**src/rtl/motor_encoder_frame_tracker_macros.svh**
```systemverilog
// assertion macros for the motor encoder frame tracker
// used by rtl modules that carry concurrent checks
`ifndef MOTOR_ENCODER_FRAME_TRACKER_MACROS_SVH
`define MOTOR_ENCODER_FRAME_TRACKER_MACROS_SVH

// same-cycle implication, disabled during reset
`define MET_ASSERT_IMPL(lbl, clk, rstn, ante, cons, msg) \
  lbl: assert property (@(posedge clk) disable iff (!rstn) (ante) |-> (cons)) else $error(msg);

// next-cycle implication, disabled during reset
`define MET_ASSERT_NEXT(lbl, clk, rstn, ante, cons, msg) \
  lbl: assert property (@(posedge clk) disable iff (!rstn) (ante) |=> (cons)) else $error(msg);

`endif

```
**src/rtl/met_pkg.sv**
```systemverilog
// shared types and constants for the motor encoder frame tracker
// no dependencies
package met_pkg;

  // field widths
  localparam int ID_W      = 11;
  localparam int ENC_W     = 13;
  localparam int WORD_W    = 16;
  localparam int RATE_W    = 14;
  localparam int TOTAL_W   = 32;
  localparam int IDX_W     = 3;
  localparam int CNT_W     = 8;
  localparam int CFG_IDX_W = 3;

  // carried index widths, sized for the largest motor count and tap count
  localparam int MOTOR_W    = 4;
  localparam int SLOT_MAX_W = 6;

  // queue depth between the parts and at the output
  localparam int QUEUE_DEPTH = 2;

  // encoder unwrap limits on the 15-bit step
  localparam logic signed [ENC_W+1:0] DIFF_HALF = 15'sd4096;
  localparam logic signed [ENC_W+1:0] DIFF_FULL = 15'sd8192;

  // speed scale 7500/1024
  localparam int              SPEED_NUM_W = 13;
  localparam logic [SPEED_NUM_W-1:0] SPEED_NUM = 13'd7500;
  localparam int              SPEED_SHIFT = 10;

  // saturating frame counter limit
  localparam logic [CNT_W-1:0] CNT_MAX = 8'd255;

  // register reset values
  localparam logic [ID_W-1:0]  CHASSIS_BASE_RST = 11'd513;
  localparam logic [ID_W-1:0]  YAW_ID_RST       = 11'd517;
  localparam logic [ID_W-1:0]  PITCH_ID_RST     = 11'd518;
  localparam logic [ID_W-1:0]  TRIGGER_ID_RST   = 11'd519;
  localparam logic [CNT_W-1:0] CHASSIS_CAL_RST  = 8'd50;
  localparam logic [CNT_W-1:0] TRIGGER_CAL_RST  = 8'd10;

  // configuration register indexes
  typedef enum logic [CFG_IDX_W-1:0] {
    CFG_CHASSIS_BASE = 3'd0,
    CFG_YAW_ID       = 3'd1,
    CFG_PITCH_ID     = 3'd2,
    CFG_TRIGGER_ID   = 3'd3,
    CFG_SPEED_FILTER = 3'd4,
    CFG_CHASSIS_CAL  = 3'd5,
    CFG_TRIGGER_CAL  = 3'd6
  } met_cfg_e;

  // classified frame handed from front to back
  typedef struct packed {
    logic                     matched;
    logic [MOTOR_W-1:0]       motor;
    logic                     calib;
    logic                     filter;
    logic [SLOT_MAX_W-1:0]    slot;
    logic                     old_valid;
    logic [ENC_W-1:0]         enc;
    logic signed [WORD_W-1:0] spd;
    logic signed [WORD_W-1:0] cur;
  } met_item_t;

  // result request
  typedef struct packed {
    logic                      matched;
    logic [IDX_W-1:0]          motor_index;
    logic                      calibrating;
    logic signed [RATE_W-1:0]  encoder_rate;
    logic signed [TOTAL_W-1:0] turn_total;
    logic signed [TOTAL_W-1:0] position_total;
    logic signed [WORD_W-1:0]  speed_out;
    logic signed [WORD_W-1:0]  current_out;
  } met_result_t;

endpackage

```
**src/rtl/motor_encoder_frame_tracker.sv**
```systemverilog
// top level of the motor encoder frame tracker; uses met_pkg, met_front,
// met_fifo and met_back
// throughput: one frame per cycle unless the result queue is full, set by the
// per-motor update of encoder, turn count and history sum in the back execute stage
// reset: config takes its default ids and limits, per-motor state clears; history uses fill counts
module motor_encoder_frame_tracker #(
  parameter int RATE_TAPS      = 8,
  parameter int CHASSIS_MOTORS = 4
) (
  input  logic                              clk_i,
  input  logic                              rst_ni,
  input  logic                              cfg_we_i,
  input  logic [met_pkg::CFG_IDX_W-1:0]     cfg_index_i,
  input  logic [met_pkg::ID_W-1:0]          cfg_data_i,
  input  logic                              push,
  output logic                              full,
  input  logic [met_pkg::ID_W-1:0]          frame_id_i,
  input  logic                              from_trigger_bus_i,
  input  logic [met_pkg::ENC_W-1:0]         encoder_word_i,
  input  logic signed [met_pkg::WORD_W-1:0] speed_word_i,
  input  logic signed [met_pkg::WORD_W-1:0] current_word_i,
  output logic                              empty,
  input  logic                              pop,
  output logic                              matched_o,
  output logic [met_pkg::IDX_W-1:0]         motor_index_o,
  output logic                              calibrating_o,
  output logic signed [met_pkg::RATE_W-1:0] encoder_rate_o,
  output logic signed [met_pkg::TOTAL_W-1:0] turn_total_o,
  output logic signed [met_pkg::TOTAL_W-1:0] position_total_o,
  output logic signed [met_pkg::WORD_W-1:0] speed_out_o,
  output logic signed [met_pkg::WORD_W-1:0] current_out_o
);

  import met_pkg::*;

  logic        accept;
  met_item_t   front_item, q_item;
  logic        q_empty, q_pop;
  met_result_t back_res, out_res;
  logic        out_full, out_push;

  // a frame request is taken when push is high and full is low
  assign accept = push && !full;

  // front: classify and keep counters
  met_front #(
    .RATE_TAPS      (RATE_TAPS),
    .CHASSIS_MOTORS (CHASSIS_MOTORS)
  ) u_front (
    .clk_i              (clk_i),
    .rst_ni             (rst_ni),
    .cfg_we_i           (cfg_we_i),
    .cfg_index_i        (cfg_index_i),
    .cfg_data_i         (cfg_data_i),
    .accept_i           (accept),
    .frame_id_i         (frame_id_i),
    .from_trigger_bus_i (from_trigger_bus_i),
    .encoder_word_i     (encoder_word_i),
    .speed_word_i       (speed_word_i),
    .current_word_i     (current_word_i),
    .item_o             (front_item)
  );

  // queue between front and back
  met_fifo #(
    .WIDTH ($bits(met_item_t)),
    .DEPTH (QUEUE_DEPTH)
  ) u_queue (
    .clk_i   (clk_i),
    .rst_ni  (rst_ni),
    .push_i  (accept),
    .wdata_i (front_item),
    .full_o  (full),
    .pop_i   (q_pop),
    .rdata_o (q_item),
    .empty_o (q_empty)
  );

  // back: execute and scale
  met_back #(
    .RATE_TAPS      (RATE_TAPS),
    .CHASSIS_MOTORS (CHASSIS_MOTORS)
  ) u_back (
    .clk_i      (clk_i),
    .rst_ni     (rst_ni),
    .q_empty_i  (q_empty),
    .q_item_i   (q_item),
    .q_pop_o    (q_pop),
    .out_full_i (out_full),
    .out_push_o (out_push),
    .out_res_o  (back_res)
  );

  // result queue
  met_fifo #(
    .WIDTH ($bits(met_result_t)),
    .DEPTH (QUEUE_DEPTH)
  ) u_out (
    .clk_i   (clk_i),
    .rst_ni  (rst_ni),
    .push_i  (out_push),
    .wdata_i (back_res),
    .full_o  (out_full),
    .pop_i   (pop),
    .rdata_o (out_res),
    .empty_o (empty)
  );

  // result fields
  assign matched_o        = out_res.matched;
  assign motor_index_o    = out_res.motor_index;
  assign calibrating_o    = out_res.calibrating;
  assign encoder_rate_o   = out_res.encoder_rate;
  assign turn_total_o     = out_res.turn_total;
  assign position_total_o = out_res.position_total;
  assign speed_out_o      = out_res.speed_out;
  assign current_out_o    = out_res.current_out;

endmodule

```
**src/rtl/met_ram.sv**
```systemverilog
// generic single write port ram with registered read
// no dependencies
module met_ram #(
  parameter int WIDTH = 8,
  parameter int DEPTH = 16
) (
  input  logic                     clk_i,
  input  logic                     we_i,
  input  logic [$clog2(DEPTH)-1:0] waddr_i,
  input  logic [WIDTH-1:0]         wdata_i,
  input  logic                     re_i,
  input  logic [$clog2(DEPTH)-1:0] raddr_i,
  output logic [WIDTH-1:0]         rdata_o
);

  logic [WIDTH-1:0] mem_q [DEPTH];
  logic [WIDTH-1:0] rdata_q;

  // write port
  always_ff @(posedge clk_i) begin
    if (we_i) begin
      mem_q[waddr_i] <= wdata_i;
    end
  end

  // registered read port
  always_ff @(posedge clk_i) begin
    if (re_i) begin
      rdata_q <= mem_q[raddr_i];
    end
  end

  assign rdata_o = rdata_q;

endmodule

```
**src/rtl/met_fifo.sv**
```systemverilog
// small synchronous fifo with push/full and pop/empty sides
// no dependencies
module met_fifo #(
  parameter int WIDTH = 8,
  parameter int DEPTH = 2
) (
  input  logic             clk_i,
  input  logic             rst_ni,
  input  logic             push_i,
  input  logic [WIDTH-1:0] wdata_i,
  output logic             full_o,
  input  logic             pop_i,
  output logic [WIDTH-1:0] rdata_o,
  output logic             empty_o
);

  localparam int PTR_W = (DEPTH > 1) ? $clog2(DEPTH) : 1;
  localparam int CNT_W = $clog2(DEPTH + 1);

  logic [WIDTH-1:0] store_q [DEPTH];
  logic [PTR_W-1:0] wr_ptr_q, rd_ptr_q;
  logic [CNT_W-1:0] cnt_q;
  logic             do_push, do_pop;

  assign full_o  = (cnt_q == CNT_W'(DEPTH));
  assign empty_o = (cnt_q == '0);
  assign do_push = push_i && !full_o;
  assign do_pop  = pop_i && !empty_o;
  assign rdata_o = store_q[rd_ptr_q];

  // pointers and fill level
  always_ff @(posedge clk_i or negedge rst_ni) begin
    if (!rst_ni) begin
      wr_ptr_q <= '0;
      rd_ptr_q <= '0;
      cnt_q    <= '0;
    end else begin
      if (do_push) begin
        wr_ptr_q <= (wr_ptr_q == PTR_W'(DEPTH - 1)) ? '0 : wr_ptr_q + PTR_W'(1);
      end
      if (do_pop) begin
        rd_ptr_q <= (rd_ptr_q == PTR_W'(DEPTH - 1)) ? '0 : rd_ptr_q + PTR_W'(1);
      end
      if (do_push && !do_pop) begin
        cnt_q <= cnt_q + CNT_W'(1);
      end else if (do_pop && !do_push) begin
        cnt_q <= cnt_q - CNT_W'(1);
      end
    end
  end

  // storage
  always_ff @(posedge clk_i) begin
    if (do_push) begin
      store_q[wr_ptr_q] <= wdata_i;
    end
  end

endmodule

```
**src/rtl/met_front.sv**
```systemverilog
// front part: configuration registers, frame classification, calibration
// counters and history slot bookkeeping; depends on met_pkg
module met_front #(
  parameter int RATE_TAPS      = 8,
  parameter int CHASSIS_MOTORS = 4
) (
  input  logic                                 clk_i,
  input  logic                                 rst_ni,
  input  logic                                 cfg_we_i,
  input  logic [met_pkg::CFG_IDX_W-1:0]        cfg_index_i,
  input  logic [met_pkg::ID_W-1:0]             cfg_data_i,
  input  logic                                 accept_i,
  input  logic [met_pkg::ID_W-1:0]             frame_id_i,
  input  logic                                 from_trigger_bus_i,
  input  logic [met_pkg::ENC_W-1:0]            encoder_word_i,
  input  logic signed [met_pkg::WORD_W-1:0]    speed_word_i,
  input  logic signed [met_pkg::WORD_W-1:0]    current_word_i,
  output met_pkg::met_item_t                   item_o
);

  import met_pkg::*;

  localparam int NUM    = CHASSIS_MOTORS + 3;
  localparam int MI_W   = $clog2(NUM);
  localparam int SLOT_W = $clog2(RATE_TAPS);
  localparam int FILL_W = $clog2(RATE_TAPS + 1);

  logic [ID_W-1:0]  chassis_base_q, yaw_id_q, pitch_id_q, trigger_id_q;
  logic             filter_q;
  logic [CNT_W-1:0] chassis_cal_q, trigger_cal_q;

  logic [CNT_W-1:0]  cnt_q  [NUM];
  logic [SLOT_W-1:0] slot_q [NUM];
  logic [FILL_W-1:0] fill_q [NUM];

  logic [ID_W:0]     rel;
  logic              chassis_hit, yaw_hit, pitch_hit, trig_hit, matched;
  logic [MI_W-1:0]   motor;
  logic [CNT_W-1:0]  cnt_old, cnt_inc;
  logic              calib, count_upd, hist_upd, old_valid;
  logic [SLOT_W-1:0] slot_old, slot_next;
  logic [FILL_W-1:0] fill_old, fill_next;

  // configuration registers
  always_ff @(posedge clk_i or negedge rst_ni) begin
    if (!rst_ni) begin
      chassis_base_q <= CHASSIS_BASE_RST;
      yaw_id_q       <= YAW_ID_RST;
      pitch_id_q     <= PITCH_ID_RST;
      trigger_id_q   <= TRIGGER_ID_RST;
      filter_q       <= 1'b0;
      chassis_cal_q  <= CHASSIS_CAL_RST;
      trigger_cal_q  <= TRIGGER_CAL_RST;
    end else if (cfg_we_i) begin
      case (cfg_index_i)
        CFG_CHASSIS_BASE: chassis_base_q <= cfg_data_i;
        CFG_YAW_ID:       yaw_id_q       <= cfg_data_i;
        CFG_PITCH_ID:     pitch_id_q     <= cfg_data_i;
        CFG_TRIGGER_ID:   trigger_id_q   <= cfg_data_i;
        CFG_SPEED_FILTER: filter_q       <= cfg_data_i[0];
        CFG_CHASSIS_CAL:  chassis_cal_q  <= cfg_data_i[CNT_W-1:0];
        CFG_TRIGGER_CAL:  trigger_cal_q  <= cfg_data_i[CNT_W-1:0];
        default: ;
      endcase
    end
  end

  // identifier match, chassis first, then yaw, pitch, trigger
  assign rel         = {1'b0, frame_id_i} - {1'b0, chassis_base_q};
  assign chassis_hit = !rel[ID_W] && (rel[ID_W-1:0] < ID_W'(CHASSIS_MOTORS));
  assign yaw_hit     = !chassis_hit && (frame_id_i == yaw_id_q);
  assign pitch_hit   = !chassis_hit && !yaw_hit && (frame_id_i == pitch_id_q);
  assign trig_hit    = !chassis_hit && !yaw_hit && !pitch_hit &&
                       (frame_id_i == trigger_id_q) && from_trigger_bus_i;
  assign matched     = chassis_hit || yaw_hit || pitch_hit || trig_hit;

  always_comb begin
    motor = '0;
    if (chassis_hit) begin
      motor = rel[MI_W-1:0];
    end else if (yaw_hit) begin
      motor = MI_W'(CHASSIS_MOTORS);
    end else if (pitch_hit) begin
      motor = MI_W'(CHASSIS_MOTORS + 1);
    end else if (trig_hit) begin
      motor = MI_W'(CHASSIS_MOTORS + 2);
    end
  end

  // calibration decision: chassis checks the count before the bump,
  // trigger checks it after
  assign cnt_old   = cnt_q[motor];
  assign cnt_inc   = (cnt_old == CNT_MAX) ? CNT_MAX : cnt_old + CNT_W'(1);
  assign count_upd = chassis_hit || trig_hit;
  assign calib     = chassis_hit ? (cnt_old <= chassis_cal_q)
                                 : (trig_hit && (cnt_inc <= trigger_cal_q));

  // history slot and fill level for the moving average
  assign hist_upd  = matched && !calib && filter_q;
  assign slot_old  = slot_q[motor];
  assign slot_next = (slot_old == SLOT_W'(RATE_TAPS - 1)) ? '0 : slot_old + SLOT_W'(1);
  assign fill_old  = fill_q[motor];
  assign fill_next = (fill_old == FILL_W'(RATE_TAPS)) ? fill_old : fill_old + FILL_W'(1);
  assign old_valid = fill_old > FILL_W'(slot_old);

  // per-motor front state
  always_ff @(posedge clk_i or negedge rst_ni) begin
    if (!rst_ni) begin
      for (int i = 0; i < NUM; i++) begin
        cnt_q[i]  <= '0;
        slot_q[i] <= '0;
        fill_q[i] <= '0;
      end
    end else if (accept_i) begin
      if (count_upd) begin
        cnt_q[motor] <= cnt_inc;
      end
      if (hist_upd) begin
        slot_q[motor] <= slot_next;
        fill_q[motor] <= fill_next;
      end
    end
  end

  // classified request to the queue
  always_comb begin
    item_o           = '0;
    item_o.matched   = matched;
    item_o.motor     = MOTOR_W'(motor);
    item_o.calib     = calib;
    item_o.filter    = hist_upd;
    item_o.slot      = SLOT_MAX_W'(slot_old);
    item_o.old_valid = old_valid;
    item_o.enc       = encoder_word_i;
    item_o.spd       = speed_word_i;
    item_o.cur       = current_word_i;
  end

endmodule

```
**src/rtl/met_back.sv**
```systemverilog
// back part: per-motor encoder unwrap, turn and history update, then
// position and speed scaling stages; depends on met_pkg, met_ram, macros
`include "motor_encoder_frame_tracker_macros.svh"
module met_back #(
  parameter int RATE_TAPS      = 8,
  parameter int CHASSIS_MOTORS = 4
) (
  input  logic                 clk_i,
  input  logic                 rst_ni,
  input  logic                 q_empty_i,
  input  met_pkg::met_item_t   q_item_i,
  output logic                 q_pop_o,
  input  logic                 out_full_i,
  output logic                 out_push_o,
  output met_pkg::met_result_t out_res_o
);

  import met_pkg::*;

  localparam int NUM        = CHASSIS_MOTORS + 3;
  localparam int MI_W       = $clog2(NUM);
  localparam int SLOT_W     = $clog2(RATE_TAPS);
  localparam int SUM_W      = RATE_W + SLOT_W;
  localparam int MAG_W      = SUM_W - 1;
  localparam int RS         = MAG_W + SLOT_W;
  localparam int PROD_W     = 2 * MAG_W + 1;
  localparam int AVG_W      = RATE_W - 1;
  localparam int SP_W       = AVG_W + SPEED_NUM_W;
  localparam int HIST_AW    = MI_W + SLOT_W;
  localparam int HIST_DEPTH = 1 << HIST_AW;
  localparam logic [MAG_W:0] RECIP =
    (MAG_W + 1)'(((64'd1 << RS) + 64'(RATE_TAPS) - 64'd1) / 64'(RATE_TAPS));

  typedef struct packed {
    logic                      matched;
    logic [IDX_W-1:0]          motor;
    logic                      calib;
    logic signed [RATE_W-1:0]  rate;
    logic signed [TOTAL_W-1:0] turn;
    logic                      derived;
    logic signed [WORD_W-1:0]  raw;
    logic signed [WORD_W-1:0]  cur;
  } pipe_t;

  // per-motor state
  logic [ENC_W-1:0]          enc_now_q [NUM];
  logic [ENC_W-1:0]          off_q     [NUM];
  logic signed [TOTAL_W-1:0] turn_q    [NUM];
  logic signed [SUM_W-1:0]   sum_q     [NUM];
  logic                      der_q     [NUM];
  logic signed [WORD_W-1:0]  raw_q     [NUM];
  logic signed [WORD_W-1:0]  cur_q     [NUM];

  // pipeline stages
  logic                      a_v_q, b_v_q, c_v_q, d_v_q;
  met_item_t                 a_q;
  pipe_t                     b_q, c_q, d_q, b_next;
  logic signed [SUM_W-1:0]   b_sum_q;
  logic [ENC_W-1:0]          b_enc_q, b_off_q;
  logic [TOTAL_W-1:0]        c_pos_q, d_pos_q;
  logic                      c_neg_q, d_neg_q;
  logic [AVG_W-1:0]          c_avg_q;
  logic [WORD_W-1:0]         d_mag_q;

  logic                      adv, exec;
  logic [MI_W-1:0]           m;
  logic signed [ENC_W+1:0]   diff, rate_wide;
  logic signed [RATE_W-1:0]  rate, old_hist;
  logic signed [TOTAL_W-1:0] turn_new;
  logic signed [SUM_W-1:0]   sum_new, b_abs;
  logic                      b_neg;
  logic [MAG_W-1:0]          b_mag;
  logic [PROD_W-1:0]         b_prod;
  logic [TOTAL_W-1:0]        b_pos;
  logic [SP_W-1:0]           c_prod;
  logic [WORD_W-1:0]         c_mag, d_speed;

  logic                      ram_we, ram_re;
  logic [HIST_AW-1:0]        ram_waddr, ram_raddr;
  logic [RATE_W-1:0]         ram_rdata;

  // stall-all handshake: the whole back part waits while stage d holds a result and the output is full
  assign adv        = !(d_v_q && out_full_i);
  assign q_pop_o    = adv && !q_empty_i;
  assign exec       = adv && a_v_q && a_q.matched;
  assign out_push_o = d_v_q && !out_full_i;

  // step history memory, read as a request leaves the queue
  assign ram_re    = q_pop_o;
  assign ram_raddr = {q_item_i.motor[MI_W-1:0], q_item_i.slot[SLOT_W-1:0]};
  assign ram_we    = exec && a_q.filter;
  assign ram_waddr = {a_q.motor[MI_W-1:0], a_q.slot[SLOT_W-1:0]};

  met_ram #(
    .WIDTH (RATE_W),
    .DEPTH (HIST_DEPTH)
  ) u_hist (
    .clk_i   (clk_i),
    .we_i    (ram_we),
    .waddr_i (ram_waddr),
    .wdata_i (rate),
    .re_i    (ram_re),
    .raddr_i (ram_raddr),
    .rdata_o (ram_rdata)
  );

  // unwrap at half a turn
  assign m    = a_q.motor[MI_W-1:0];
  assign diff = $signed({2'b00, a_q.enc}) - $signed({2'b00, enc_now_q[m]});

  always_comb begin
    if (diff > DIFF_HALF) begin
      rate_wide = diff - DIFF_FULL;
      turn_new  = turn_q[m] - 32'sd1;
    end else if (diff < -DIFF_HALF) begin
      rate_wide = diff + DIFF_FULL;
      turn_new  = turn_q[m] + 32'sd1;
    end else begin
      rate_wide = diff;
      turn_new  = turn_q[m];
    end
  end

  assign rate     = rate_wide[RATE_W-1:0];
  assign old_hist = a_q.old_valid ? ram_rdata : '0;
  assign sum_new  = sum_q[m] + SUM_W'(rate) - SUM_W'(old_hist);

  // snapshot of the motor after this frame
  always_comb begin
    b_next         = '0;
    b_next.matched = a_q.matched;
    b_next.motor   = IDX_W'(a_q.motor);
    b_next.calib   = a_q.calib;
    b_next.rate    = a_q.calib ? '0 : rate;
    b_next.turn    = a_q.calib ? turn_q[m] : turn_new;
    b_next.derived = a_q.calib ? der_q[m] : a_q.filter;
    b_next.raw     = (a_q.calib || a_q.filter) ? raw_q[m] : a_q.spd;
    b_next.cur     = (a_q.calib || a_q.filter) ? cur_q[m] : a_q.cur;
  end

  // per-motor state update
  always_ff @(posedge clk_i or negedge rst_ni) begin
    if (!rst_ni) begin
      for (int i = 0; i < NUM; i++) begin
        enc_now_q[i] <= '0;
        off_q[i]     <= '0;
        turn_q[i]    <= '0;
        sum_q[i]     <= '0;
        der_q[i]     <= 1'b0;
        raw_q[i]     <= '0;
        cur_q[i]     <= '0;
      end
    end else if (exec) begin
      enc_now_q[m] <= a_q.enc;
      if (a_q.calib) begin
        off_q[m] <= a_q.enc;
      end else begin
        turn_q[m] <= turn_new;
        if (a_q.filter) begin
          sum_q[m] <= sum_new;
          der_q[m] <= 1'b1;
        end else begin
          der_q[m] <= 1'b0;
          raw_q[m] <= a_q.spd;
          cur_q[m] <= a_q.cur;
        end
      end
    end
  end

  // stage b: position and average by reciprocal multiply
  assign b_pos  = {b_q.turn[TOTAL_W-ENC_W-1:0], ENC_W'(0)} + TOTAL_W'(b_enc_q)
                  - TOTAL_W'(b_off_q);
  assign b_neg  = b_sum_q[SUM_W-1];
  assign b_abs  = b_neg ? -b_sum_q : b_sum_q;
  assign b_mag  = b_abs[MAG_W-1:0];
  assign b_prod = PROD_W'(b_mag) * PROD_W'(RECIP);

  // stage c: scale by 7500/1024
  assign c_prod = SP_W'(c_avg_q) * SP_W'(SPEED_NUM);
  assign c_mag  = c_prod[SPEED_SHIFT+WORD_W-1:SPEED_SHIFT];

  // stage valids
  always_ff @(posedge clk_i or negedge rst_ni) begin
    if (!rst_ni) begin
      a_v_q <= 1'b0;
      b_v_q <= 1'b0;
      c_v_q <= 1'b0;
      d_v_q <= 1'b0;
    end else if (adv) begin
      a_v_q <= q_pop_o;
      b_v_q <= a_v_q;
      c_v_q <= b_v_q;
      d_v_q <= c_v_q;
    end
  end

  // stage payloads
  always_ff @(posedge clk_i) begin
    if (adv) begin
      if (q_pop_o) begin
        a_q <= q_item_i;
      end
      b_q     <= b_next;
      b_sum_q <= (a_q.filter && !a_q.calib) ? sum_new : sum_q[m];
      b_enc_q <= a_q.enc;
      b_off_q <= a_q.calib ? a_q.enc : off_q[m];
      c_q     <= b_q;
      c_pos_q <= b_pos;
      c_neg_q <= b_neg;
      c_avg_q <= b_prod[RS+AVG_W-1:RS];
      d_q     <= c_q;
      d_pos_q <= c_pos_q;
      d_neg_q <= c_neg_q;
      d_mag_q <= c_mag;
    end
  end

  // stage d: sign of the averaged speed and result request
  assign d_speed = d_neg_q ? -d_mag_q : d_mag_q;

  always_comb begin
    out_res_o = '0;
    if (d_q.matched) begin
      out_res_o.matched        = 1'b1;
      out_res_o.motor_index    = d_q.motor;
      out_res_o.calibrating    = d_q.calib;
      out_res_o.encoder_rate   = d_q.rate;
      out_res_o.turn_total     = d_q.turn;
      out_res_o.position_total = d_pos_q;
      out_res_o.speed_out      = d_q.derived ? d_speed : d_q.raw;
      out_res_o.current_out    = d_q.cur;
    end
  end

  // checks
  `MET_ASSERT_IMPL(a_rate_range, clk_i, rst_ni, exec && !a_q.calib, (rate >= -14'sd4096) && (rate <= 14'sd4096), "unwrapped step out of half-turn range")
  `MET_ASSERT_IMPL(a_hist_no_clash, clk_i, rst_ni, ram_we && ram_re, ram_waddr != ram_raddr, "history read and write hit one slot")
  `MET_ASSERT_NEXT(a_pipe_move, clk_i, rst_ni, adv && a_v_q, b_v_q, "executed request lost between stages")
  `MET_ASSERT_NEXT(a_out_hold, clk_i, rst_ni, d_v_q && out_full_i, d_v_q && $stable(d_pos_q), "stalled result changed")

endmodule
```
**config.mk**
```make
export PLATFORM = sky130hd
export DESIGN_NAME = motor_encoder_frame_tracker
export DESIGN_NICKNAME = d
export VERILOG_FILES = /design/src/rtl/met_pkg.sv /design/src/rtl/motor_encoder_frame_tracker.sv /design/src/rtl/met_ram.sv /design/src/rtl/met_fifo.sv /design/src/rtl/met_front.sv /design/src/rtl/met_back.sv
export VERILOG_INCLUDE_DIRS = /design/src /design/src/rtl
export SDC_FILE = /design/constraint.sdc
export NUM_CORES = 2
export LEC_CHECK = 0
export BUFFER_PORTS_ARGS = -buffer_cell sky130_fd_sc_hd__buf_4
export CORE_MARGIN = 4
export CORE_UTILIZATION = 39
export DETAILED_ROUTE_END_ITERATION = 6
export SYNTH_ARGS = -nofsm -noshare
export SYNTH_HDL_FRONTEND = slang
export SYNTH_HIERARCHICAL = 1
export SYNTH_SLANG_ARGS = --single-unit
```
**constraint.sdc**
```tcl
create_clock -name clk_i -period 26.7 [get_ports clk_i]
set_input_delay 1.335 -clock clk_i [delete_from_list [all_inputs] [get_ports clk_i]]
set_output_delay 1.335 -clock clk_i [all_outputs]
set_load 0.03 [all_outputs]
```
==> impl_metrics.yaml <==
final_layout:
  fin_cells: 12000
  nNetsFinal: 8146
  seq_area_mm2: 0.0743
  area_growth_syn_to_layout_pct: 12.9
  multi_input_area_mm2: 0.0369
  fill_cells: 25700
  drive_above_1_share: 0.241
global_routing:
  grt_use_total: 0.193
  antenna_found_initial: 25
  gr-total-overflow: 0
  grt_max_degree: 100
  grt_pass1_wl_mm: 442
  grt_pass1_vias: 66700
clocking:
  cts_max_path_buffers: 4
  hold_buffers: 0
  numCtsBuffers: 284
  clkSinkCount: 2629
  clk_pin_slew_worst_paths_ns: 0.06
  post_cts_buffers: 0
  root_buffer: "clkbuf_16"
  tritoncts: "yes"
  insertion_delay_ns: 0.91
  ctsResizeCount: 0
  h-tree-depth: 5
placed_design:
  port_buffers: 192
  detailed_place_hpwl_mm: 186
  dp.cells: 11500
  gp_congestion: 0.872
worst_setup_path:
  cpMostUsedCell: "buf_4"
  cpLargestDelayFamily: "compound AO/OA/AOI/OAI gates"
  cp.arrival_ns: 10.61
  crit_fanout: 69
  critPathCaptureType: "register"
  crit_start: "u_back/a_q[54]"
  r2r_start: "u_back/a_q[54]"
  crit_slowest_cell: "a211oi_1"
  slowest_delay_ns: 0.74
  required_ns: 27.42
  critPathBufInv: 6
  startpoint_type: "register"
  path_class: "reg2reg"
  ff2ff_setup_slack_ns: 16.80
worst_hold_path:
  hold_class: "reg2reg"
  hold_path_startpoint: "u_front/cnt_q[18]"
timing:
  worst_pin_slew_ns: 1.26
  max_freq_ghz: 0.101
  max_slew_margin: 0.151
  hold_viol: 0
  fin_crit_ns: 9.90
  totalNegativeSetupSlack_ns: 0
  period_share: 0.371
  finClkSkew_ns: 0.0728
  setup_viol: 0
  rsz0062_at_grt: "false"
  slew_violations: 0
floorplan:
  initial_core_util: 0.392
  die_h_um: 549
  coreArea_mm2: 0.291
  die_w_um: 549
  rows: 198
  ios: 193
  die-area_mm2: 0.301
synthesis:
  syn_inst: 7695
  syn_area_mm2: 0.114
  synth_nets: 7990
  yosys_warnings: 6
  avgSynthCellArea_um2: 14.8
routing:
  first_pass_iters: 6
  initialDrtViolationCount: 6414
  route.detailed.drc: 0
  wl_mm: 295
  viasPerCell: 5.52
  postRouteAntennaNets: 0
  routed_wire_length_per_instance_um: 24.6
  vias: 66200
run:
  cap_violations: 0
run_status:
  status: "complete, no violations"
-- layer usage --
metal,track usage,wire [µm]
met2,0.304,136000
met4,0.0485,6960
met3,0.0374,21600
met5,0,99
met1,0.275,130000
-- area by class of cell --
type                            count  share of cell area
Antenna cell                       12            0.000233
Clock buffer                      378              0.0599
Clock inverter                    144              0.0115
Inverter                          179             0.00522
Multi-Input combinational cell   4408               0.287
Sequential cell                  2629               0.578
Tap cell                         3900              0.0379
Timing Repair Buffer              349              0.0206
-- final timing paths --
check	to	depth (start not counted)
min reg2reg	u_front/cnt_q[18]	0
min	u_front/cnt_q[18]	0
max reg2reg	u_back/b_sum_q[16]	28
min in group asynchronous	u_back/off_q[37]	1
max in group asynchronous	u_back/sum_q[95]	4
max	u_back/b_sum_q[16]	28
-- cell usage in the layout, fill, tap and decap left out, types with 31 or more instances in the layout --
master and count:
a31oi_1 73, nand2_1 712, and2_1 130, nand2b_1 42
a221o_1 31, a221oi_1 77, a22oi_1 80, mux2i_1 153
dfrtp_1 915, mux4_2 244, clkbuf_16 288, clkinv_1 45
ha_1 155, nand4_1 54, edfxtp_1 1695, xnor2_1 118
xor2_1 67, mux2_4 95, a211oi_1 36, a21oi_1 195
o21ai_1 38, buf_4 346, inv_1 161, mux2_2 672
nor3_1 48, nor2_2 65, fa_1 63, nand3_1 91
clkbuf_1 74, nor2b_1 46, clkinv_2 47, o21ai_0 325
nor2_1 294
-- flip-flops by register name (all words and copies together), names as in the netlist, 16 cells and up, named ones only --
| signal | flops |
|---|---|
| u_back/u_hist/mem_q | 896 |
| u_out/store_q | 230 |
| u_back/turn_q | 224 |
| u_back/sum_q | 119 |
| u_back/cur_q | 112 |
| u_back/raw_q | 112 |
| u_queue/store_q | 110 |
| u_back/enc_now_q | 91 |
| u_back/off_q | 91 |
| u_back/b_q | 84 |
| u_back/c_q | 84 |
| u_back/d_q | 84 |
| u_front/cnt_q | 56 |
| u_back/a_q | 55 |
| u_back/c_pos_q | 32 |
| u_back/d_pos_q | 32 |
| u_front/fill_q | 28 |
| u_front/slot_q | 21 |
| u_back/b_sum_q | 17 |
| u_back/d_mag_q | 16 |
-- stage by stage --
| stage | instance area (µm²) | hold slack [ns] | utilization | setup slack [ns] |
|---|---|---|---|---|
| floorplan | 114000 | 0.400 | - | 14.78 |
| global route | 129000 | 0.391 | 0.442 | 16.19 |
| global placement | 119000 | 0.361 | 0.411 | 16.91 |
| CTS | 129000 | 0.376 | 0.442 | 16.82 |
| detailed placement | 119000 | 0.361 | 0.411 | 16.92 |
| finish | 129000 | 0.369 | 0.442 | 16.80 |
Power is left out: the tool's default activity adds up to more than one toggle a clock period on the data nets, which glitch-free logic cannot reach.
